===== src/sv/fbik_pkg.sv =====
package fbik_pkg;

  localparam int CORDIC_STAGES = 16;
  localparam int ATAN_LEN      = 24;
  localparam int CORDIC_LEN    = (CORDIC_STAGES < ATAN_LEN) ? CORDIC_STAGES : ATAN_LEN;

  localparam int SQRT_CELLS = 18;
  localparam int SQRT_VW    = 36;
  localparam int SQRT_RW    = 22;
  localparam int SQRT_QW    = 18;

  localparam int DIV_CELLS = 15;
  localparam int DIV_RW    = 37;
  localparam int DIV_DW    = 36;

  localparam int CW    = 46;
  localparam int AW    = 34;
  localparam int SHW   = 5;
  localparam int LANES = 3;

  localparam logic signed [AW-1:0] HALF_PI_Q30 = 34'sd1686629713;

  typedef enum logic [1:0] {
    CFG_UPPER  = 2'd0,
    CFG_LOWER  = 2'd1,
    CFG_MIRROR = 2'd2
  } cfg_index_t;

  typedef struct packed {
    logic signed [17:0] foot_x;
    logic signed [17:0] foot_z;
    logic signed [37:0] num;
    logic signed [15:0] c;
    logic               unreach;
  } side_t;

  typedef struct packed {
    logic signed [CW-1:0] x;
    logic signed [CW-1:0] y;
    logic signed [AW-1:0] ang;
  } cvec_t;

  function automatic logic [AW-1:0] atan_entry(input int i);
    case (i)
      0:       return 34'd843314857;
      1:       return 34'd497837829;
      2:       return 34'd263043837;
      3:       return 34'd133525159;
      4:       return 34'd67021687;
      5:       return 34'd33543516;
      6:       return 34'd16775851;
      7:       return 34'd8388437;
      8:       return 34'd4194283;
      9:       return 34'd2097149;
      10:      return 34'd1048576;
      11:      return 34'd524288;
      12:      return 34'd262144;
      13:      return 34'd131072;
      14:      return 34'd65536;
      15:      return 34'd32768;
      16:      return 34'd16384;
      17:      return 34'd8192;
      18:      return 34'd4096;
      19:      return 34'd2048;
      20:      return 34'd1024;
      21:      return 34'd512;
      22:      return 34'd256;
      23:      return 34'd128;
      default: return '0;
    endcase
  endfunction

endpackage


===== src/sv/fbik_sqrt_cell.sv =====
module fbik_sqrt_cell import fbik_pkg::*; (
  input  logic               clk,
  input  logic               rst,
  input  logic               valid_in,
  input  logic [SQRT_VW-1:0] v_in,
  input  logic [SQRT_RW-1:0] rem_in,
  input  logic [SQRT_QW-1:0] q_in,
  input  side_t              side_in,
  output logic               valid_out,
  output logic [SQRT_VW-1:0] v_out,
  output logic [SQRT_RW-1:0] rem_out,
  output logic [SQRT_QW-1:0] q_out,
  output side_t              side_out
);

  logic [SQRT_RW-1:0] cur;
  logic [SQRT_RW-1:0] trial;
  logic               ge;

  assign cur   = {rem_in[SQRT_RW-3:0], v_in[SQRT_VW-1:SQRT_VW-2]};
  assign trial = {2'b00, q_in, 2'b01};
  assign ge    = cur >= trial;

  always_ff @(posedge clk) begin
    if (rst) begin
      valid_out <= 1'b0;
    end else begin
      valid_out <= valid_in;
    end
    v_out    <= {v_in[SQRT_VW-3:0], 2'b00};
    rem_out  <= ge ? cur - trial : cur;
    q_out    <= {q_in[SQRT_QW-2:0], ge};
    side_out <= side_in;
  end

endmodule


===== config.mk =====
export PLATFORM = sky130hd
export DESIGN_NAME = fbik_sqrt_cell
export DESIGN_NICKNAME = d
export VERILOG_FILES = /design/src/sv/fbik_pkg.sv /design/src/sv/fbik_sqrt_cell.sv
export SDC_FILE = /design/constraint.sdc
export NUM_CORES = 1
export LEC_CHECK = 0
export BUFFER_PORTS_ARGS = -buffer_cell sky130_fd_sc_hd__buf_4
export CORE_AREA = 2 2 131 133
export CTS_CLUSTER_SIZE = 20
export DETAILED_ROUTE_END_ITERATION = 10
export DIE_AREA = 0 0 133 135
export HOLD_SLACK_MARGIN = 0.05
export PLACE_DENSITY = 0.59
export RECOVER_POWER = 50
export SLEW_MARGIN = 20
export SYNTH_ARGS = -nofsm -noshare
export SYNTH_HDL_FRONTEND = slang
export SYNTH_SLANG_ARGS = --single-unit

===== constraint.sdc =====
create_clock -name clk -period 3.5 [get_ports clk]
set_clock_uncertainty 0.2 [all_clocks]
set_input_delay 0.7 -clock clk [delete_from_list [all_inputs] [get_ports clk]]
set_output_delay 0.7 -clock clk [all_outputs]
set_load 0.02 [all_outputs]

Word level (Yosys, flattened, before mapping)
Cells that the tools add are included.
{"block": "totals", "regBits": 166, "latch_bits": 0, "mem_bits_rw": 0, "rom_bits": 0, "elab_cells": 12, "mem_count": 0}
{"block": "op_classes", "add_sub_neg": 1, "mul": 0, "div_mod_pow": 0, "magnitude_cmp": 1, "eq_ne": 0, "shift": 0, "n_mux": 1, "bitwise": 0, "reduce_logical": 0}
{"cell": "greater-or-equal comparator 22 x 20 -> 1 bit", "count": 1}
{"cell": "2-to-1 mux 22 bit", "count": 1}
{"cell": "subtractor 22 x 20 -> 22 bit", "count": 1}

Longest topological paths before layout
{"block": "logic_depth", "depth_word": 2, "depth_mapped": 12, "ltp_nobuf": 9}

Worst setup path before layout
No wires, ideal clock.
{"block": "synth_path", "path_kind": "input-to-reg", "start": "in q_in[15]", "end": "reg rem_out[11]", "t_arrival_ns": 2.776, "required_time_ns": 3.179, "path_slack_ns": 0.402, "stages": 10, "n_path_buf": 3, "cell_sequence": "inv_1 -> ha_1 -> buf_6 -> a211o_1 -> a2111oi_4 -> o311ai_1 -> o31a_1 -> buf_6 -> buf_6 -> mux2_4"}
{"block": "synth_between", "elab_chain_len": 2}
{"item": "start: declaration", "line": "fbik_sqrt_cell.sv:7", "rtl": "input logic [SQRT_QW-1:0] q_in,"}
{"item": "greater-or-equal comparator 22 x 20 -> 1 bit", "line": "fbik_sqrt_cell.sv:22", "rtl": "assign ge = cur >= trial;"}
{"item": "2-to-1 mux 22 bit", "line": "fbik_sqrt_cell.sv:31", "rtl": "rem_out <= ge ? cur - trial : cur;"}
{"item": "end signal: assignment", "line": "fbik_sqrt_cell.sv:31"}
{"item": "end: declaration", "line": "fbik_sqrt_cell.sv:11", "rtl": "output logic [SQRT_RW-1:0] rem_out,"}
No other way between the ends.
A chain may end at the register's enable or synchronous reset.

Final worst setup path
{"block": "layout_path", "start": "in q_in[5]", "end": "reg rem_out[20]"}
{"block": "layout_between", "elab_chain_len": 2, "elab_cells_between_ends": 3, "classes_between": "add/sub (1); order compare (1); mux (1)"}
{"item": "subtractor 22 x 20 -> 22 bit or greater-or-equal comparator 22 x 20 -> 1 bit (tied branches)", "line": "fbik_sqrt_cell.sv:31, fbik_sqrt_cell.sv:22"}
{"item": "2-to-1 mux 22 bit *", "line": "fbik_sqrt_cell.sv:31"}
Every way passes the cells marked *; elsewhere a longest branch is shown, timed or not.

==> flow_summary.json <==
{
  "final_nets": 916,
  "dp_hpwl_mm": 13.25,
  "core_um2": 16410,
  "synth_seq_area_share": 0.6872,
  "post-route-cell-area_um2": 8085,
  "wl_per_cell_um": 16.83,
  "vias": 4028,
  "synth_area_per_cell_um2": 12.83,
  "p_leak_uw": 0.003909,
  "synth_area_um2": 4836,
  "crit_fanout": 7,
  "synth.distinct_cells": 45,
  "dpl_cell_area_um2": 7611,
  "startpoint_type": "input port",
  "ys_ff_latch": 166,
  "cts_made_buffers": 17,
  "seq_area_um2": 3323,
  "timing.hold.worst_path_depth": 1,
  "cts_tree": "yes",
  "cp-end-kind": "flip-flop",
  "min_period_over_period": 0.8608,
  "min_to": "side_out[46]",
  "grt-ovfl-total": 0,
  "synth-main-ff-cell": "dfxtp_1",
  "hp-class": "input port to flip-flop",
  "yosys_warnings": 0,
  "synth-edff-count": 0,
  "htreeDepth": 4,
  "boundaryPins": 338,
  "die_h_um": 135,
  "async_reset_ff_frac": 0,
  "viasPerCell": 4.196,
  "period_needed_ns": 3.013,
  "timing.fmax_ghz": 0.3319,
  "path_class": "input port to flip-flop",
  "path_clk_slew_ns": 0.07,
  "syn2layout_area_growth_pct": 67.19,
  "synth_cells": 377,
  "grt_usage": 0.1761,
  "ant_nets": 0,
  "grt_max_degree": 18,
  "drtPass1Iterations": 4,
  "hold_buffers": 0,
  "clockRootBuffer": "clkbuf_16",
  "rows": 47,
  "p_per_area_nw_per_um2": 594.4,
  "hold_violations": 0,
  "die-area_um2": 17960,
  "grt_setup_unrepaired": "false",
  "die_width_um": 133,
  "cts_setup_buffers": 0,
  "slew_violations": 0,
  "final_layout_size_suffix_gt1_frac": 0.4858,
  "vdd_ir_drop_max_v": 0.0003462,
  "critPathRequiredTime_ns": 3.60,
  "port_buffers": 333,
  "min_from": "side_in[46]",
  "setup_viol": 0,
  "antenna_found_initial": 2,
  "wl_mm": 16.16,
  "cts_sinks": 166,
  "fill_cells": 1508,
  "cts-resized-gates": 0,
  "grt_pass1_wl_mm": 23.67,
  "drc": 0,
  "finalSetupTns_ns": 0,
  "grt_pass1_vias": 4053,
  "status": "completed",
  "slew-limit-headroom": 0.6284,
  "drtIter0Drc": 283,
  "multiInputGateArea_um2": 1354,
  "gp_routability_congestion": 0.8393,
  "clk_path_buf_depth": 2,
  "tightestPinTransition_ns": 0.5575,
  "worstPathArrival_ns": 3.12,
  "drv_cap": 0,
  "initial_utilization": 0.2947
}
-- cell usage in the layout, fill, tap and decap left out, types with 4 or more instances in the layout --
cell type	netlist	final
nor2b_1	4	4
o21ai_0	16	16
xnor2_1	15	15
nand4_1	4	4
inv_6	0	5
buf_4	2	174
clkbuf_1	6	31
mux2_4	8	8
nand2_1	7	7
nand3_1	5	5
ha_1	20	20
a21oi_1	21	21
dfxtp_1	166	166
a21o_1	10	10
clkbuf_16	0	17
inv_1	23	23
nor2_1	15	15
mux2_2	6	6
clkbuf_4	0	136
-- flip-flops by register name, summed over array words and instances (netlist names) --
register,flops
valid_out,1
v_out,34
rem_out,22
side_out,91
q_out,18
-- metrics by stage --
stage                     total power, µW  hold WS [ns]    util  cells  setup slack, ns
after floorplan                      2577        0.5277       -    378           0.4025
after global placement               3044        0.6048  0.4639    927           0.2338
after detailed placement             3052        0.6055  0.4639    927           0.1763
after CTS                            4904        0.1515  0.4995    959           0.6207
after global routing                 5019        0.1647  0.4926    959           0.4297
final                                4805        0.1971  0.4928    960           0.4872
-- metal layers --
layer | vias to the layer above | GRT usage | share of wire | wire length, µm
met1 | 1831 | 0.1954 | 0.39 | 6281
met3 | 20 | 0.07845 | 0.089 | 1446
met4 | 2 | 0.05257 | 0.014 | 226
met2 | 198 | 0.3051 | 0.51 | 8191
met5 | - | 0 | 0.00087 | 14
li1 | 1977 | - | - | -
-- worst max-delay path by stage --
stage / to / slack, ns / startpoint / cells past startpoint
after global placement: rem_out[14] / 0.23 / q_in[8] / 10
after floorplan: rem_out[11] / 0.40 / q_in[15] / 10
final: rem_out[20] / 0.49 / q_in[5] / 9
after detailed placement: rem_out[20] / 0.18 / rem_in[5] / 8
after CTS: rem_out[20] / 0.62 / rem_in[0] / 9
after global routing: rem_out[20] / 0.43 / q_in[0] / 10
-- power breakdown --
part | leakage, µW | switching, µW | internal [µW]
registers | 0.00140 | 39.1 | 2040
clock network | 0.000277 | 821 | 1010
logic | 0.00223 | 470 | 426
-- cells in the mapped netlist, types with 2 or more instances --
master    instances  area (µm²)
a21o_1           10       75.07
xor2_1            3       26.28
mux2_1            2       22.52
mux2_4            8       120.1
nor3_1            3       15.01
a221oi_1          2       17.52
nand3_1           5       25.02
a211oi_1          3       22.52
xnor2_1          15       131.4
dfxtp_1         166        3323
buf_6             3       33.78
clkbuf_1          6       22.52
o21bai_1          2       15.01
o31a_1            2       17.52
a211o_1           2       17.52
nor2b_1           4       25.02
nand2b_1          2       12.51
nand4_1           4       25.02
a21oi_1          21       105.1
nand2_1           7       26.28
nor2_1           15       56.30
o21ai_0          16       80.08
a31oi_1           3       18.77
and3_1            2       12.51
inv_1            23       86.33
mux2_2            6       67.56
ha_1             20       250.2
o21a_1            3       22.52
or2_2             2       12.51
buf_4             2       15.01
-- area by class of cell --
| class | count | area share |
|---|---|---|
| multi-input cells | 177 | 0.1674 |
| inverters | 23 | 0.01068 |
| flip-flops and latches | 166 | 0.4110 |
| diodes | 1 | 0.0003095 |
| repair buffers | 341 | 0.3042 |
| well taps | 220 | 0.03405 |
| clock buffers | 18 | 0.05308 |
| clock inverters | 14 | 0.01919 |
-- worst max-delay path, stage by stage --
cell,delay (ns)
clkbuf_1,0.11
inv_1,0.06
ha_1,0.37
a21o_1,0.23
a211o_1,0.34
o31a_1,0.32
a221oi_1,0.53
o21ai_0,0.17
mux2_2,0.29
-- logic make-up (layout without fill, tap and decap cells) --
group	count (synthesis)	count (layout)	synth area share
flops	166	166	0.6872
compound gates	72	72	0.09936
simple gates	49	49	0.05123
buf+inv	35	396	0.03363
fa+ha+maj	20	20	0.05175
xor+xnor	18	18	0.03260
mux	16	16	0.04347
other cells	1	3	0.0007755
Power figures use the tool's default switching activity.
