==> src/sv/fbik_pkg.sv <==
package fbik_pkg;

  localparam int CORDIC_STAGES = 16;
  localparam int ATAN_LEN      = 24;
  localparam int CORDIC_LEN    = (CORDIC_STAGES < ATAN_LEN) ? CORDIC_STAGES : ATAN_LEN;

  localparam int SQRT_CELLS = 18;
  localparam int SQRT_VW    = 36;
  localparam int SQRT_RW    = 22;
  localparam int SQRT_QW    = 18;

  localparam int DIV_CELLS = 15;
  localparam int DIV_RW    = 37;
  localparam int DIV_DW    = 36;

  localparam int CW    = 46;
  localparam int AW    = 34;
  localparam int SHW   = 5;
  localparam int LANES = 3;

  localparam logic signed [AW-1:0] HALF_PI_Q30 = 34'sd1686629713;

  typedef enum logic [1:0] {
    CFG_UPPER  = 2'd0,
    CFG_LOWER  = 2'd1,
    CFG_MIRROR = 2'd2
  } cfg_index_t;

  typedef struct packed {
    logic signed [17:0] foot_x;
    logic signed [17:0] foot_z;
    logic signed [37:0] num;
    logic signed [15:0] c;
    logic               unreach;
  } side_t;

  typedef struct packed {
    logic signed [CW-1:0] x;
    logic signed [CW-1:0] y;
    logic signed [AW-1:0] ang;
  } cvec_t;

  function automatic logic [AW-1:0] atan_entry(input int i);
    case (i)
      0:       return 34'd843314857;
      1:       return 34'd497837829;
      2:       return 34'd263043837;
      3:       return 34'd133525159;
      4:       return 34'd67021687;
      5:       return 34'd33543516;
      6:       return 34'd16775851;
      7:       return 34'd8388437;
      8:       return 34'd4194283;
      9:       return 34'd2097149;
      10:      return 34'd1048576;
      11:      return 34'd524288;
      12:      return 34'd262144;
      13:      return 34'd131072;
      14:      return 34'd65536;
      15:      return 34'd32768;
      16:      return 34'd16384;
      17:      return 34'd8192;
      18:      return 34'd4096;
      19:      return 34'd2048;
      20:      return 34'd1024;
      21:      return 34'd512;
      22:      return 34'd256;
      23:      return 34'd128;
      default: return '0;
    endcase
  endfunction

endpackage

==> src/sv/fbik_cordic_cell.sv <==
module fbik_cordic_cell import fbik_pkg::*; (
  input  logic                 clk,
  input  logic                 rst,
  input  logic                 valid_in,
  input  cvec_t [LANES-1:0]    vec_in,
  input  side_t                side_in,
  input  logic [SHW-1:0]       shift,
  input  logic signed [AW-1:0] step_angle,
  output logic                 valid_out,
  output cvec_t [LANES-1:0]    vec_out,
  output side_t                side_out
);

  cvec_t [LANES-1:0] vec_next;

  always_comb begin
    for (int l = 0; l < LANES; l++) begin
      if (vec_in[l].y >= 0) begin
        vec_next[l].x   = vec_in[l].x + (vec_in[l].y >>> shift);
        vec_next[l].y   = vec_in[l].y - (vec_in[l].x >>> shift);
        vec_next[l].ang = vec_in[l].ang + step_angle;
      end else begin
        vec_next[l].x   = vec_in[l].x - (vec_in[l].y >>> shift);
        vec_next[l].y   = vec_in[l].y + (vec_in[l].x >>> shift);
        vec_next[l].ang = vec_in[l].ang - step_angle;
      end
    end
  end

  always_ff @(posedge clk) begin
    if (rst) begin
      valid_out <= 1'b0;
    end else begin
      valid_out <= valid_in;
    end
    vec_out  <= vec_next;
    side_out <= side_in;
  end

endmodule

==> config.mk <==
export PLATFORM = sky130hd
export DESIGN_NAME = fbik_cordic_cell
export DESIGN_NICKNAME = d
export VERILOG_FILES = /design/src/sv/fbik_pkg.sv /design/src/sv/fbik_cordic_cell.sv
export SDC_FILE = /design/constraint.sdc
export NUM_CORES = 2
export LEC_CHECK = 0
export ABC_AREA = 1
export BUFFER_PORTS_ARGS = -buffer_cell sky130_fd_sc_hd__buf_4
export CELL_PAD_IN_SITES_DETAIL_PLACEMENT = 1
export CELL_PAD_IN_SITES_GLOBAL_PLACEMENT = 1
export CORE_ASPECT_RATIO = 0.5
export CORE_UTILIZATION = 43
export DETAILED_ROUTE_END_ITERATION = 6
export GPL_ROUTABILITY_DRIVEN = 0
export GPL_TIMING_DRIVEN = 1
export HOLD_SLACK_MARGIN = 0.12
export PLACE_DENSITY = 0.9
export SLEW_MARGIN = 15
export SYNTH_ARGS = -nofsm -noshare
export SYNTH_HDL_FRONTEND = slang
export SYNTH_SLANG_ARGS = --single-unit
==> constraint.sdc <==
create_clock -name clk -period 11.1 [get_ports clk]
set_input_delay 0.555 -clock clk [delete_from_list [all_inputs] [get_ports clk]]
set_output_delay 0.555 -clock clk [all_outputs]
set_load 0.03 [all_outputs]
=== Word level (Yosys, flattened, before mapping) ===
Index checks and enable logic that the tools add are counted.

* Multiplexer cells: 3
* Order comparisons: 3
* Add/subtract/negate cells: 18
* Shift operators: 6

{| class="wikitable"
|+ Operators by type and width
! kind !! number
|-
| two-way mux 126 bit || 3
|-
| adder 46 bit || 6
|-
| >>> shifter 46 x 5 -> 46 bit || 6
|-
| subtractor 46 bit || 6
|-
| >= comparator 46 x 1 -> 1 bit, second input constant || 3
|-
| adder 34 bit || 3
|-
| subtractor 34 bit || 3
|}

* Output and inout port bits: 470
* Flip-flop bits (word level): 470

=== Longest topological paths before layout ===
* Depth after elaboration: 3
* Depth in mapped cells: 37
* Mapped depth without buffers: 34

=== Worst setup path after synthesis ===
Ideal clock, no wire load.

* Path type: in2reg
* From: input shift[0]
* To: register vec_out[73] (netlist bit)
* Setup time: 0.072 ns
* Arrival: 4.216 ns
* Path slack: 6.812 ns
* Cell stages on the path: 28
* Cell sequence: buf_6 -> buf_6 -> buf_2 -> buf_4 -> nand2_1 -> a21oi_1 -> o31ai_1 -> nand3_1 -> nand2_1 -> ha_1 -> nand3_2 -> nor2_2 -> nand4_1 -> o21ai_1 -> nand2_1 -> nand2_1 -> nand2_1 -> ha_1 -> nand2_1 -> nor4_1 -> and3_1 -> a21oi_1 -> o21bai_1 -> nand2_1 -> nand2_1 -> nand2_1 -> nand2_1 -> xor2_1

{| class="wikitable"
|+ RTL lines
! item !! line !! source
|-
| from (decl) || fbik_cordic_cell.sv:7 || <nowiki>input logic [SHW-1:0] shift,</nowiki>
|-
| to (signal assigned) || fbik_cordic_cell.sv:36 || <nowiki>vec_out <= vec_next;</nowiki>
|-
| to (decl) || fbik_cordic_cell.sv:10 || <nowiki>output cvec_t [LANES-1:0] vec_out,</nowiki>
|}

==> out/qor.csv <==
metric,value,unit
outcome,"complete, but fails checks",
violations in the final reports,DRC,
number of levels in the clock H-tree,2,
count of different cell masters after synthesis,51,
async set-reset flop share out of synthesis,0,
Clock Sinks,470,
Seq cells post-synth,470,
DP Cell Count,12500,
post-cts gate resize count,0,
drt first pass iters,7,
endpoint arrival time on the critical path,7830,ps
main area contributors after synthesis,"sky130_fd_sc_hd__nand2_1 (20%), sky130_fd_sc_hd__dfxtp_1 (16%), sky130_fd_sc_hd__nand3_1 (15%), sky130_fd_sc_hd__ha_1 (8.9%), sky130_fd_sc_hd__nor2_1 (5.7%)",
Synth Flop Type,sky130_fd_sc_hd__dfxtp_1,
maximum ir drop on the vdd rail,0.122,mV
overall die width,521,µm
area of the core,133000,µm²
floorplan row count,94,
share of the clock period used by the worst path after layout,0.658,
number of buffers inserted by port buffering,980,
post-synthesis xor/xnor area fraction,0.0833,
transition time at the pin with the least slew margin,1170,ps
Max Slew Vio Count,0,
layer with the highest usage,met2,
syn_area_per_cell,5.76,µm²
count of maximum capacitance violations,0,
Setup crit end,vec_out[72]$_DFF_P_,
Commonest cells post-synth,"sky130_fd_sc_hd__nand2_1 (3137), sky130_fd_sc_hd__nand3_1 (1716), sky130_fd_sc_hd__nor2_1 (876), sky130_fd_sc_hd__inv_1 (745), sky130_fd_sc_hd__a21oi_1 (578)",
Final setup violation count,0,
multi-input logic area,43900,µm²
minimum clock period after layout,7300,ps
fillcell total,18900,
routed len/inst,23.8,µm
GR Util met2,0.674,
effective utilization at floorplan,0.437,
number of DRC violations after detailed routing,21,
share of the synthesized area in compound gates (AO/OA/AOI/OAI),0.133,
critical path start-end classification,in -> reg,
Max Clk Rate,137,MHz
Area Growth Syn to Fin,18.5,%
wire length reported by the detailed router,302,mm
clock root buffer,sky130_fd_sc_hd__clkbuf_16,
area enclosed by the die boundary,137000,µm²
largest net degree at the start of global routing,180,
vias per std cell,6.09,
overall track demand over capacity in global routing,0.420,
leakage power of the design,34.0,nW
Via Count,77200,
fin nets,11800,
clock buffer count from CTS,47,
final std cells w/o fill,12700,
multiplexer fraction of the synthesized cell area,0,
met3 Use GR,0.115,
library cell with the highest instance count after synthesis,sky130_fd_sc_hd__nand2_1,
main combinational cell family by area after synthesis,simple AND/OR/NAND/NOR gates,
cells after synthesis,10100,
Hold WC Path Type,in -> reg,
Critical Path End Type,flip-flop,
Post-Synthesis Net Count,11000,
number of I/O pins,981,
met1 demand-to-capacity share in global routing,0.488,
Hold Fails Final Rpt,0,
mapped cell area,58000,µm²
biggest area consumer among synthesized cells,sky130_fd_sc_hd__nand2_1,
worst-path maximum fanout,179,
initial antenna violation count,22,
die height,262,µm
count of flip-flops with a built-in enable after synthesis,0,
CP startpoint,shift[1],
proportion of synthesized chip area in sequential cells,0.162,
Slew HR,0.220,
CTS tree,done,
clock slew at reported path FFs,70,ps
maximum clock path buffer count,3,
via count of the first global-routing pass,76800,
adder and majority cell fraction of the synthesized area,0.0926,
initial drt markers,8043,
proportion of layout cells with a drive suffix above 1,0.114,
"post-synthesis share of cell area spent on and, or, nand and nor gates",0.449,
HPWL after DPL,239,mm
kind of start point of the critical path,input pin,
wire length of the first global-routing pass,448,mm
residual overflow from global routing,0,
final-layout setup total negative slack,0,ps
Ys Warns,0,
Sequential Area,9410,µm²
data required time of the worst path,11630,ps
fraction of synthesized cell area taken by the top area cell type,0.203,
antenna-violating nets left,0,
unrepaired setup endpoints after global routing,false,
pwr/cell area,162,nW/µm²
==> cell usage in the layout, fill, tap and decap left out, drive strengths merged, types with 8 or more instances in the layout <==
cell	netlist	layout
a21boi	18	18
a21o	22	22
a21oi	579	579
a31oi	78	78
and3	14	14
buf	272	1003
clkbuf	102	63
clkinv	2	8
dfxtp	470	470
diode	0	18
dlygate4sd3	0	95
fa	9	9
ha	415	415
inv	761	767
nand2	3171	3171
nand3	1725	1725
nand3b	17	17
nand4	103	103
nor2	930	930
nor3	64	64
nor4	60	60
o211ai	71	71
o21a	36	36
o21ai	523	523
o21bai	21	21
o221ai	13	13
o31ai	14	14
xnor2	222	222
xor2	330	330
==> cell families (layout without fill, tap and decap cells) <==
logic type / Yosys count / in the layout
buffers and inverters: 1137 / 1948
AND/OR/NAND/NOR: 6103 / 6103
other: 0 / 18
XOR/XNOR: 552 / 552
flip-flops: 470 / 470
AO/OA/AOI/OAI: 1391 / 1391
adder cells (fa/ha/maj): 424 / 424
==> worst min path at each step <==
stage | endpoint | slack (ps) | cells after the start | start
6_report | vec_out[252]$_DFF_P_ | 160 | 2 | vec_in[252]
5_1_grt | vec_out[252]$_DFF_P_ | 140 | 2 | vec_in[252]
2_1_floorplan | side_out[0]$_DFF_P_ | 580 | 0 | side_in[0]
3_5_place_dp | side_out[35]$_DFF_P_ | 660 | 1 | side_in[35]
3_3_place_gp | side_out[12]$_DFF_P_ | 660 | 1 | side_in[12]
4_1_cts | vec_out[252]$_DFF_P_ | 130 | 2 | vec_in[252]
==> per-layer routing <==
metal  routed length [µm]  part of all wire  up-vias
met5                  403            0.0013        -
met4                23700             0.079       20
met3                32200              0.11     1280
met2               131000              0.43     4160
met1               115000              0.38    36600
li1                     -                 -    35100
==> layout make-up <==
type | count | area share
well taps | 1776 | 0.0323
diodes | 18 | 0.000655
flip-flops and latches | 470 | 0.137
repair buffers | 1100 | 0.124
inverters | 763 | 0.0422
multi-input cells | 8470 | 0.639
clock buffers | 61 | 0.0196
clock inverters | 24 | 0.00490
==> registers in the layout, summed over array words and instances (netlist names) <==
register and flops:
vec_out 378, side_out 91, valid_out 1
==> repair_timing <==
action | 4_1_cts | 5_1_grt
setup endpoints to repair | 0 | 0
setup buffers | 0 | 0
hold buffers | 95 | 0
endpoints found under the hold margin | 94 | 0
==> where the power goes <==
part	switching (mW)	internal, mW	leakage [nW]
logic	4.60	2.13	29.2
registers	0.263	2.28	3.97
clock network	0.824	1.03	0.821
total	5.69	5.44	34.0
==> per-stage QoR <==
| step | setup WS (ps) | total power [mW] | hold WS [ps] | utilization | area, µm² |
|---|---|---|---|---|---|
| 5_1_grt | 3720 | 11.6 | 136 | 0.518 | 68700 |
| 4_1_cts | 4380 | 10.9 | 125 | 0.518 | 68700 |
| 2_1_floorplan | 6810 | 6.54 | 583 | - | 58000 |
| 3_3_place_gp | 3990 | 8.83 | 659 | 0.498 | 66100 |
| 3_5_place_dp | 3780 | 9.00 | 661 | 0.498 | 66100 |
| 6_report | 3800 | 11.1 | 162 | 0.518 | 68700 |
==> worst max-delay path: stages <==
cell	delay, ps
sky130_fd_sc_hd__clkbuf_8	380
sky130_fd_sc_hd__inv_8	920
sky130_fd_sc_hd__buf_4	910
sky130_fd_sc_hd__nand3_1	220
sky130_fd_sc_hd__nand2_1	110
sky130_fd_sc_hd__a21oi_1	60
sky130_fd_sc_hd__o31ai_1	100
sky130_fd_sc_hd__nand3_1	230
sky130_fd_sc_hd__nand2_1	340
sky130_fd_sc_hd__ha_1	300
sky130_fd_sc_hd__o21ai_0	390
sky130_fd_sc_hd__fa_1	460
sky130_fd_sc_hd__nand3_1	130
sky130_fd_sc_hd__nand3_1	220
sky130_fd_sc_hd__a21oi_1	140
sky130_fd_sc_hd__o21ai_0	550
sky130_fd_sc_hd__a21oi_1	250
sky130_fd_sc_hd__o21ai_0	460
sky130_fd_sc_hd__nand4_1	260
sky130_fd_sc_hd__a21boi_0	350
sky130_fd_sc_hd__nor2_1	90
sky130_fd_sc_hd__nand2_1	90
sky130_fd_sc_hd__nand2_1	60
Power figures use the tool's default switching activity.
