--- src/sv/fbik_pkg.sv ---
package fbik_pkg;

  localparam int CORDIC_STAGES = 16;
  localparam int ATAN_LEN      = 24;
  localparam int CORDIC_LEN    = (CORDIC_STAGES < ATAN_LEN) ? CORDIC_STAGES : ATAN_LEN;

  localparam int SQRT_CELLS = 18;
  localparam int SQRT_VW    = 36;
  localparam int SQRT_RW    = 22;
  localparam int SQRT_QW    = 18;

  localparam int DIV_CELLS = 15;
  localparam int DIV_RW    = 37;
  localparam int DIV_DW    = 36;

  localparam int CW    = 46;
  localparam int AW    = 34;
  localparam int SHW   = 5;
  localparam int LANES = 3;

  localparam logic signed [AW-1:0] HALF_PI_Q30 = 34'sd1686629713;

  typedef enum logic [1:0] {
    CFG_UPPER  = 2'd0,
    CFG_LOWER  = 2'd1,
    CFG_MIRROR = 2'd2
  } cfg_index_t;

  typedef struct packed {
    logic signed [17:0] foot_x;
    logic signed [17:0] foot_z;
    logic signed [37:0] num;
    logic signed [15:0] c;
    logic               unreach;
  } side_t;

  typedef struct packed {
    logic signed [CW-1:0] x;
    logic signed [CW-1:0] y;
    logic signed [AW-1:0] ang;
  } cvec_t;

  function automatic logic [AW-1:0] atan_entry(input int i);
    case (i)
      0:       return 34'd843314857;
      1:       return 34'd497837829;
      2:       return 34'd263043837;
      3:       return 34'd133525159;
      4:       return 34'd67021687;
      5:       return 34'd33543516;
      6:       return 34'd16775851;
      7:       return 34'd8388437;
      8:       return 34'd4194283;
      9:       return 34'd2097149;
      10:      return 34'd1048576;
      11:      return 34'd524288;
      12:      return 34'd262144;
      13:      return 34'd131072;
      14:      return 34'd65536;
      15:      return 34'd32768;
      16:      return 34'd16384;
      17:      return 34'd8192;
      18:      return 34'd4096;
      19:      return 34'd2048;
      20:      return 34'd1024;
      21:      return 34'd512;
      22:      return 34'd256;
      23:      return 34'd128;
      default: return '0;
    endcase
  endfunction

endpackage

--- src/sv/fbik_div_cell.sv ---
module fbik_div_cell import fbik_pkg::*; (
  input  logic                 clk,
  input  logic                 rst,
  input  logic                 valid_in,
  input  logic [DIV_RW-1:0]    rem_in,
  input  logic [DIV_DW-1:0]    den_in,
  input  logic [DIV_CELLS-1:0] q_in,
  input  side_t                side_in,
  output logic                 valid_out,
  output logic [DIV_RW-1:0]    rem_out,
  output logic [DIV_DW-1:0]    den_out,
  output logic [DIV_CELLS-1:0] q_out,
  output side_t                side_out
);

  logic              ge;
  logic [DIV_RW-1:0] diff;

  assign ge   = rem_in >= {1'b0, den_in};
  assign diff = ge ? rem_in - {1'b0, den_in} : rem_in;

  always_ff @(posedge clk) begin
    if (rst) begin
      valid_out <= 1'b0;
    end else begin
      valid_out <= valid_in;
    end
    rem_out  <= {diff[DIV_RW-2:0], 1'b0};
    den_out  <= den_in;
    q_out    <= {q_in[DIV_CELLS-2:0], ge};
    side_out <= side_in;
  end

endmodule

--- config.mk ---
export PLATFORM = sky130hd
export DESIGN_NAME = fbik_div_cell
export DESIGN_NICKNAME = d
export VERILOG_FILES = /design/src/sv/fbik_pkg.sv /design/src/sv/fbik_div_cell.sv
export SDC_FILE = /design/constraint.sdc
export NUM_CORES = 1
export LEC_CHECK = 0
export BUFFER_PORTS_ARGS = -buffer_cell sky130_fd_sc_hd__buf_2
export CORE_AREA = 2 2 142 144
export CTS_BUF_LIST = sky130_fd_sc_hd__clkbuf_2
export CTS_CLUSTER_SIZE = 28
export DETAILED_ROUTE_END_ITERATION = 10
export DIE_AREA = 0 0 144 146
export GPL_TIMING_DRIVEN = 0
export PLACE_DENSITY = 0.7
export SLEW_MARGIN = 20
export SYNTH_ARGS = -nofsm -noshare
export SYNTH_HDL_FRONTEND = slang
export SYNTH_SLANG_ARGS = --single-unit
--- constraint.sdc ---
create_clock -name clk -period 2.68 [get_ports clk]
set_input_delay 0.134 -clock clk [delete_from_list [all_inputs] [get_ports clk]]
set_output_delay 0.134 -clock clk [all_outputs]
set_load 0.03 [all_outputs]
==> results.md, run 1 <==
Status:
- The run stopped with a tool error.
- The stage at which the flow ended is clock tree synthesis (4_1_cts).
- The tool reported: "[ERROR RSZ-0060] Max buffer count reached".

Synth:
- The Yosys step of the flow raised 0 warnings.
- The cell area that synthesis handed to floorplanning was 0.006062 mm².
- The share of the Yosys chip area taken by registers is 0.5911.
- The post-synthesis compound-gate area fraction was 0.1604.
- The proportion of synthesized area in mux cells is 0.001651.
- The dominant combinational cell family by area after synthesis is compound AO/OA/AOI/OAI gates.
- Of all flip-flops after synthesis, the portion carrying an async set or reset was 0.
- The register bit total from synthesis is 179.
- Of the total synthesized cell area, the portion taken by AND, OR, NAND and NOR gates is 0.09267.
- The number of nets produced by synthesis is 780.
- The instance count of the mapped netlist is 561.
- Yosys mapped the design onto 61 distinct sky130hd cell types.
- Counting flops with a built-in enable in the synthesized netlist gives 0.
- The fraction of the mapped netlist area in adder cells is 0.07761.
- In this run the mean area of a mapped cell was 10.81 µm².
- Among all flip-flop cells after synthesis, the most frequent one is dfxtp_1.
- The area share of xor/xnor cells in the synthesized design is 0.03612.

Clocking:
- The root buffer cell is clkbuf_2.
- The maximum count of clock buffers along a single path is 2.
- The number of gates resized after CTS was 0.
- Buffers inserted to repair hold after CTS numbered 245.
- The clock net in this run drives a total of 179 sinks.
- The buffer count from post-CTS setup fixing is 0.
- The total clock buffers created by CTS is 17.
- The clock tree synthesis step divided the H-tree into 4 levels.

Floorplan:
- The die is 144 µm wide.
- The overall die height is 146 µm.
- The I/O pin total is 362.
- The cell row count is 51.
- The initial standard-cell utilization of the core is 0.3135.

Placed design:
- The half-perimeter wire length of the detailed placement result is 17280 µm.
- The congestion estimate from routability-driven global placement came to 0.8713.
- The number of cells in the design after placement is 1185.
- The count of buffers added on input and output ports is 359.
cells by family after synthesis:
kind of cell | after synthesis
fa+ha+maj | 37
other cells | 1
xor+xnor | 25
flops | 179
simple gates | 117
mux | 1
buf+inv | 57
compound gates | 144
synthesized netlist by cell type, drive strengths merged (2+ instances only):
| master | number | share of area |
|---|---|---|
| nand3 | 9 | 0.0074 |
| o211ai | 3 | 0.0037 |
| and2 | 4 | 0.0041 |
| a2111oi | 2 | 0.0039 |
| a21boi | 3 | 0.0037 |
| o21bai | 7 | 0.0099 |
| nor2 | 32 | 0.020 |
| a31oi | 2 | 0.0045 |
| o21ai | 28 | 0.023 |
| xnor2 | 12 | 0.017 |
| a21bo | 2 | 0.0043 |
| inv | 42 | 0.026 |
| and4 | 3 | 0.0043 |
| o31ai | 5 | 0.0062 |
| ha | 36 | 0.074 |
| a21oi | 51 | 0.045 |
| clkbuf | 5 | 0.0033 |
| buf | 10 | 0.011 |
| nand4 | 7 | 0.0072 |
| nand2 | 36 | 0.022 |
| nand4b | 2 | 0.0029 |
| nand3b | 2 | 0.0025 |
| a221oi | 3 | 0.0054 |
| xor2 | 13 | 0.019 |
| or3 | 3 | 0.0031 |
| dfxtp | 179 | 0.59 |
| a31o | 2 | 0.0029 |
| nand2b | 2 | 0.0021 |
| o31a | 2 | 0.0029 |
| a211oi | 2 | 0.0033 |
| o21a | 6 | 0.0074 |
| nor3 | 9 | 0.0074 |
| nor2b | 5 | 0.0052 |
| a21o | 19 | 0.024 |
metrics by stage:
stage	hold slack [ns]	utilization	instance area [µm²]	setup WS (ns)	TNS (ns)
detailed placement	0.2376	0.4236	8190	-0.5085	-16.83
global placement	0.2367	0.4236	8190	-0.4145	-13.59
floorplan	0.1617	-	6062	0.3585	0
==> run 2, diff against run 1 <==
--- a/config.mk
+++ b/config.mk
@@ -6,13 +6,10 @@
 export NUM_CORES = 1
 export LEC_CHECK = 0
 export BUFFER_PORTS_ARGS = -buffer_cell sky130_fd_sc_hd__buf_2
-export CORE_AREA = 2 2 142 144
-export CTS_BUF_LIST = sky130_fd_sc_hd__clkbuf_2
-export CTS_CLUSTER_SIZE = 28
+export CORE_UTILIZATION = 30
 export DETAILED_ROUTE_END_ITERATION = 10
-export DIE_AREA = 0 0 144 146
 export GPL_TIMING_DRIVEN = 0
-export PLACE_DENSITY = 0.7
+export PLACE_DENSITY_LB_ADDON = 0.15
 export SLEW_MARGIN = 20
 export SYNTH_ARGS = -nofsm -noshare
 export SYNTH_HDL_FRONTEND = slang
==> run 2 against run 1 <==
Net effect: the run now ends clean; synthesized area did not move; synthesized cell count did not move.
==> results.md, run 2 <==
Drt:
- The DRC marker count from the first detailed-route iteration is 141.
- The count of nets left with antenna violations once routing finished came out at 0.
- In the final routing, the length of wire on met1 measures 9214 µm.
- The routed layout has 5964 vias.
- Using the TritonRoute via totals, the vias-per-cell ratio works out to 4.266.
- The routed design uses 11590 µm of met2 wire.
- The first detailed-routing pass ran for 7 iterations.
- The final wirelength is 22580 µm.
- The highest layer touched by signal routing is met5.
- The DRC violation count after routing is 0.
- In the final routed layout, each cell accounts on average for 16.15 µm.
- The wire length on met3 is 1472 µm.

Synth:
- The number of nets produced by synthesis is 780 (unchanged).
- The number of synthesized flops with an enable pin is 0 (unchanged).
- The register area share after synthesis was 0.5911 (unchanged).
- By instance count, the leading cell after synthesis is dfxtp_1.
- The area share of xor/xnor cells in the synthesized design is 0.03612 (unchanged).
- The instance count of the mapped netlist came to 561 (unchanged).
- The register bit total from synthesis is 179 (unchanged).
- dfxtp_1 takes more of the synthesized area than any other cell.
- The post-synthesis compound-gate area fraction is 0.1604 (unchanged).
- After synthesis, the largest family of logic cells by area is compound AO/OA/AOI/OAI gates.
- The distinct cell type count after synthesis is 61 (unchanged).
- The proportion of synthesized flip-flops having asynchronous set or reset is 0 (unchanged).
- The fraction of synthesized cell area taken by the top area cell type is 0.5911 (unchanged).
- The cell area after synthesis is 0.006062 mm² (unchanged).
- The mean area per synthesized cell is 10.81 µm² (unchanged).
- The number of warnings issued by yosys is 0 (unchanged).
- The proportion of synthesized area in mux cells is 0.001651 (unchanged).
- In the synthesized netlist, the cells that appear most often are dfxtp_1, a21oi_1, inv_1, ha_1, nand2_1.
- The area fraction in and, or, nand and nor cells after synthesis came to 0.09267 (unchanged).
- The flip-flop cell with the highest count after synthesis is dfxtp_1.
- The fraction of the mapped netlist area in adder cells is 0.07761 (unchanged).
- In the post-synthesis netlist, the biggest area contributors are dfxtp_1, ha_1, a21oi_1, inv_1, a21o_1.

STA:
- Of the available clock period, the critical path in the final layout requires 0.9274.
- The minimum clock period is 2.485 ns.
- The worst path meets setup with 0.1947 ns of slack.
- The total of endpoints with negative setup slack in the final report is 0.
- The count of endpoints failing hold in the final timing report is 0.
- Setup repair after global routing left no endpoint under its margin.
- The highest clock rate is 402.4 MHz.
- The number of pins exceeding their max-slew limit in the final report came to 0.

Min path:
- The path class of the tightest hold or removal check is input pin to flip-flop.
- The number of cells on the worst hold path is 3.
- The path with the worst hold slack has its endpoint at rem_out[33].
- The worst hold path begins at rem_in[32].

Global routing:
- The number of global-route vias before repair is 5914.
- The leftover overflow at the end of global routing is 0.
- The global-route wire length before repair is 32410 µm.
- The number of antenna violations at the first check in global routing came to 4.
- The all-layer global routing usage is 0.2120.
- The maximum number of pins on one net before global-route repair is 21.

Setup path:
- The highest fanout seen on the critical path is 10.
- The data arrival time of the critical path is 2.82 ns.
- The launching element type of the critical path is an input pin.
- By startpoint and endpoint, the worst setup path is classified as input pin to flip-flop.
- The required arrival time at the worst endpoint is 3.01 ns.
- The endpoint type of the worst setup path is a flip-flop.

Placed design:
- The total of buffers placed on input and output ports was 359 (unchanged).
- The half-perimeter wire length of the detailed placement result is 16640 µm (-3.7%).
- The pre-CTS worst setup slack is -0.5077 ns (+0.0007890 ns).
- The global placement routability congestion came to 0.7879 (-9.6%).

Power and ir drop:
- The clock group share of total power is 0.352.
- The static leakage is 5.218 nW.
- The share of total power consumed by net switching is 0.3256.
- The sequential share of power is 0.407.
- The switching power of the nets is 2.348 mW.
- Across the VDD grid, the largest voltage drop is 0.3849 mV.
- The combinational share of power is 0.241.
- Summing internal, switching and leakage power gives 7.211 mW.
- The internal portion of the total power is 4.863 mW.
- The power per unit of standard cell area is 679.7 mW/mm².

Layout:
- The library cells used most frequently in the layout, excluding fill and tap cells, are buf_2, dfxtp_1, dlygate4sd3_1.
- side_out holds more flip-flops than any other register.
- The most common library cell in the layout ignoring fill and taps is buf_2.
- At the end of the flow, the number of nets in the layout was 1336.
- The area growth from synthesis to layout is 75.03%.
- The core occupancy in the finished layout is 0.5399.
- The filler cells instantiated in the layout total 1826.
- The register with the most flip-flops in the layout has 91 of them.
- In the final layout, the registers with the most flip-flops are side_out: 91 flops, den_out: 36 flops, rem_out: 36 flops.
- Of the cells placed in the final design, the portion with a size suffix greater than 1 is 0.3699.

Clocking:
- After clock tree synthesis, the clock-pin slew on the worst setup and hold paths is 0.07 ns.
- The maximum count of clock buffers along a single path came to 2 (unchanged).
- The H-tree depth is 4 (unchanged).
- The buffer count from post-CTS setup fixing is 0 (unchanged).
- TritonCTS built the clock tree.
- The total clock buffers created by CTS is 17 (unchanged).
- The total number of clock tree sinks is 179 (unchanged).
- The root buffer cell is clkbuf_16.

Flow run:
- The tool flagged a number of max-cap violations equal to 0.

Floorplan:
- The area of the die is 0.02078 mm².
- The I/O pin total is 362 (unchanged).
- The cell row count came to 51 (unchanged).
- In this run the standard cell core region covers 0.01965 mm².
- The horizontal die dimension came to 144.2 µm (+0.10%).
- The initial standard-cell utilization of the core is 0.3084 (-0.005090).
- The overall die height came to 144.2 µm (-1.3%).

Status:
- The flow ran to the end, and the final reports show no timing, DRC or antenna violations.
==> run 2: metrics by stage <==
step | cells | cell area [µm²] | hold slack (ns) | setup TNS, ns
2_1_floorplan | 561 | 6062 | 0.1617 | 0
3_3_place_gp | 1185 | 8190 | 0.2362 | -17.11
3_5_place_dp | 1185 | 8190 | 0.2376 | -17.16
4_1_cts | 1395 | 10590 | 0.01576 | 0
5_1_grt | 1396 | 10610 | 0.03390 | 0
6_report | 1398 | 10610 | 0.03889 | 0
==> run 2: cells by family after synthesis <==
group,after synthesis
mux,1
buf+inv,57
flops,179
compound gates,144
fa+ha+maj,37
other cells,1
simple gates,117
xor+xnor,25
==> run 2: how the worst max path moves through the flow <==
| stage | start | to | slack (ns) | cells past startpoint |
|---|---|---|---|---|
| 2_1_floorplan | den_in[6] | rem_out[10] | 0.36 | 13 |
| 3_3_place_gp | rem_in[30] | rem_out[27] | -0.52 | 13 |
| 3_5_place_dp | den_in[30] | rem_out[28] | -0.51 | 14 |
| 4_1_cts | den_in[30] | rem_out[27] | 0.09 | 14 |
| 5_1_grt | den_in[14] | rem_out[24] | 0.01 | 15 |
| 6_report | den_in[14] | rem_out[27] | 0.19 | 15 |
==> run 2: power groups by stage <==
stage	registers, mW	clock network, mW	logic (mW)
2_1_floorplan	3.47	0	0.509
3_3_place_gp	2.99	0	1.53
3_5_place_dp	3.00	0	1.53
4_1_cts	2.94	2.61	1.74
5_1_grt	2.96	2.72	1.87
6_report	2.94	2.54	1.74
==> run 2: worst max-delay path, stage by stage <==
cell	delay, ns
buf_2	0.11
inv_1	0.10
ha_1	0.23
buf_2	0.17
a21oi_1	0.23
o211ai_1	0.17
nor3_1	0.14
a21bo_2	0.27
a21bo_4	0.24
a21oi_4	0.22
o41a_1	0.23
buf_6	0.17
buf_4	0.22
nand2_1	0.07
o21ai_0	0.11
==> run 2: per-layer routing <==
metal	track usage	vias to the layer above
met5	0	-
met4	0.05042	4
met3	0.06391	23
met2	0.3890	181
met1	0.2381	2711
li1	-	3045
==> run 2: layout make-up <==
| class | count | area (µm²) | area share |
|---|---|---|---|
| flip-flops and latches | 179 | 3583 | 0.3377 |
| repair buffers | 537 | 3578 | 0.3373 |
| multi-input cells | 325 | 2253 | 0.2124 |
| clock buffers | 18 | 439.2 | 0.04139 |
| well taps | 265 | 331.6 | 0.03125 |
| clock inverters | 14 | 175.2 | 0.01651 |
| inverters | 42 | 157.7 | 0.01486 |
| plain buffers | 15 | 83.83 | 0.007901 |
| diodes | 3 | 7.507 | 0.0007075 |
==> run 2: timing repair <==
action | in CTS | in global routing
gates resized for setup | 1 | 4
endpoints found under the setup margin | 30 | 29
hold endpoints to repair | 177 | 0
hold buffers | 178 | 0
(Power assumes the default switching activity.)
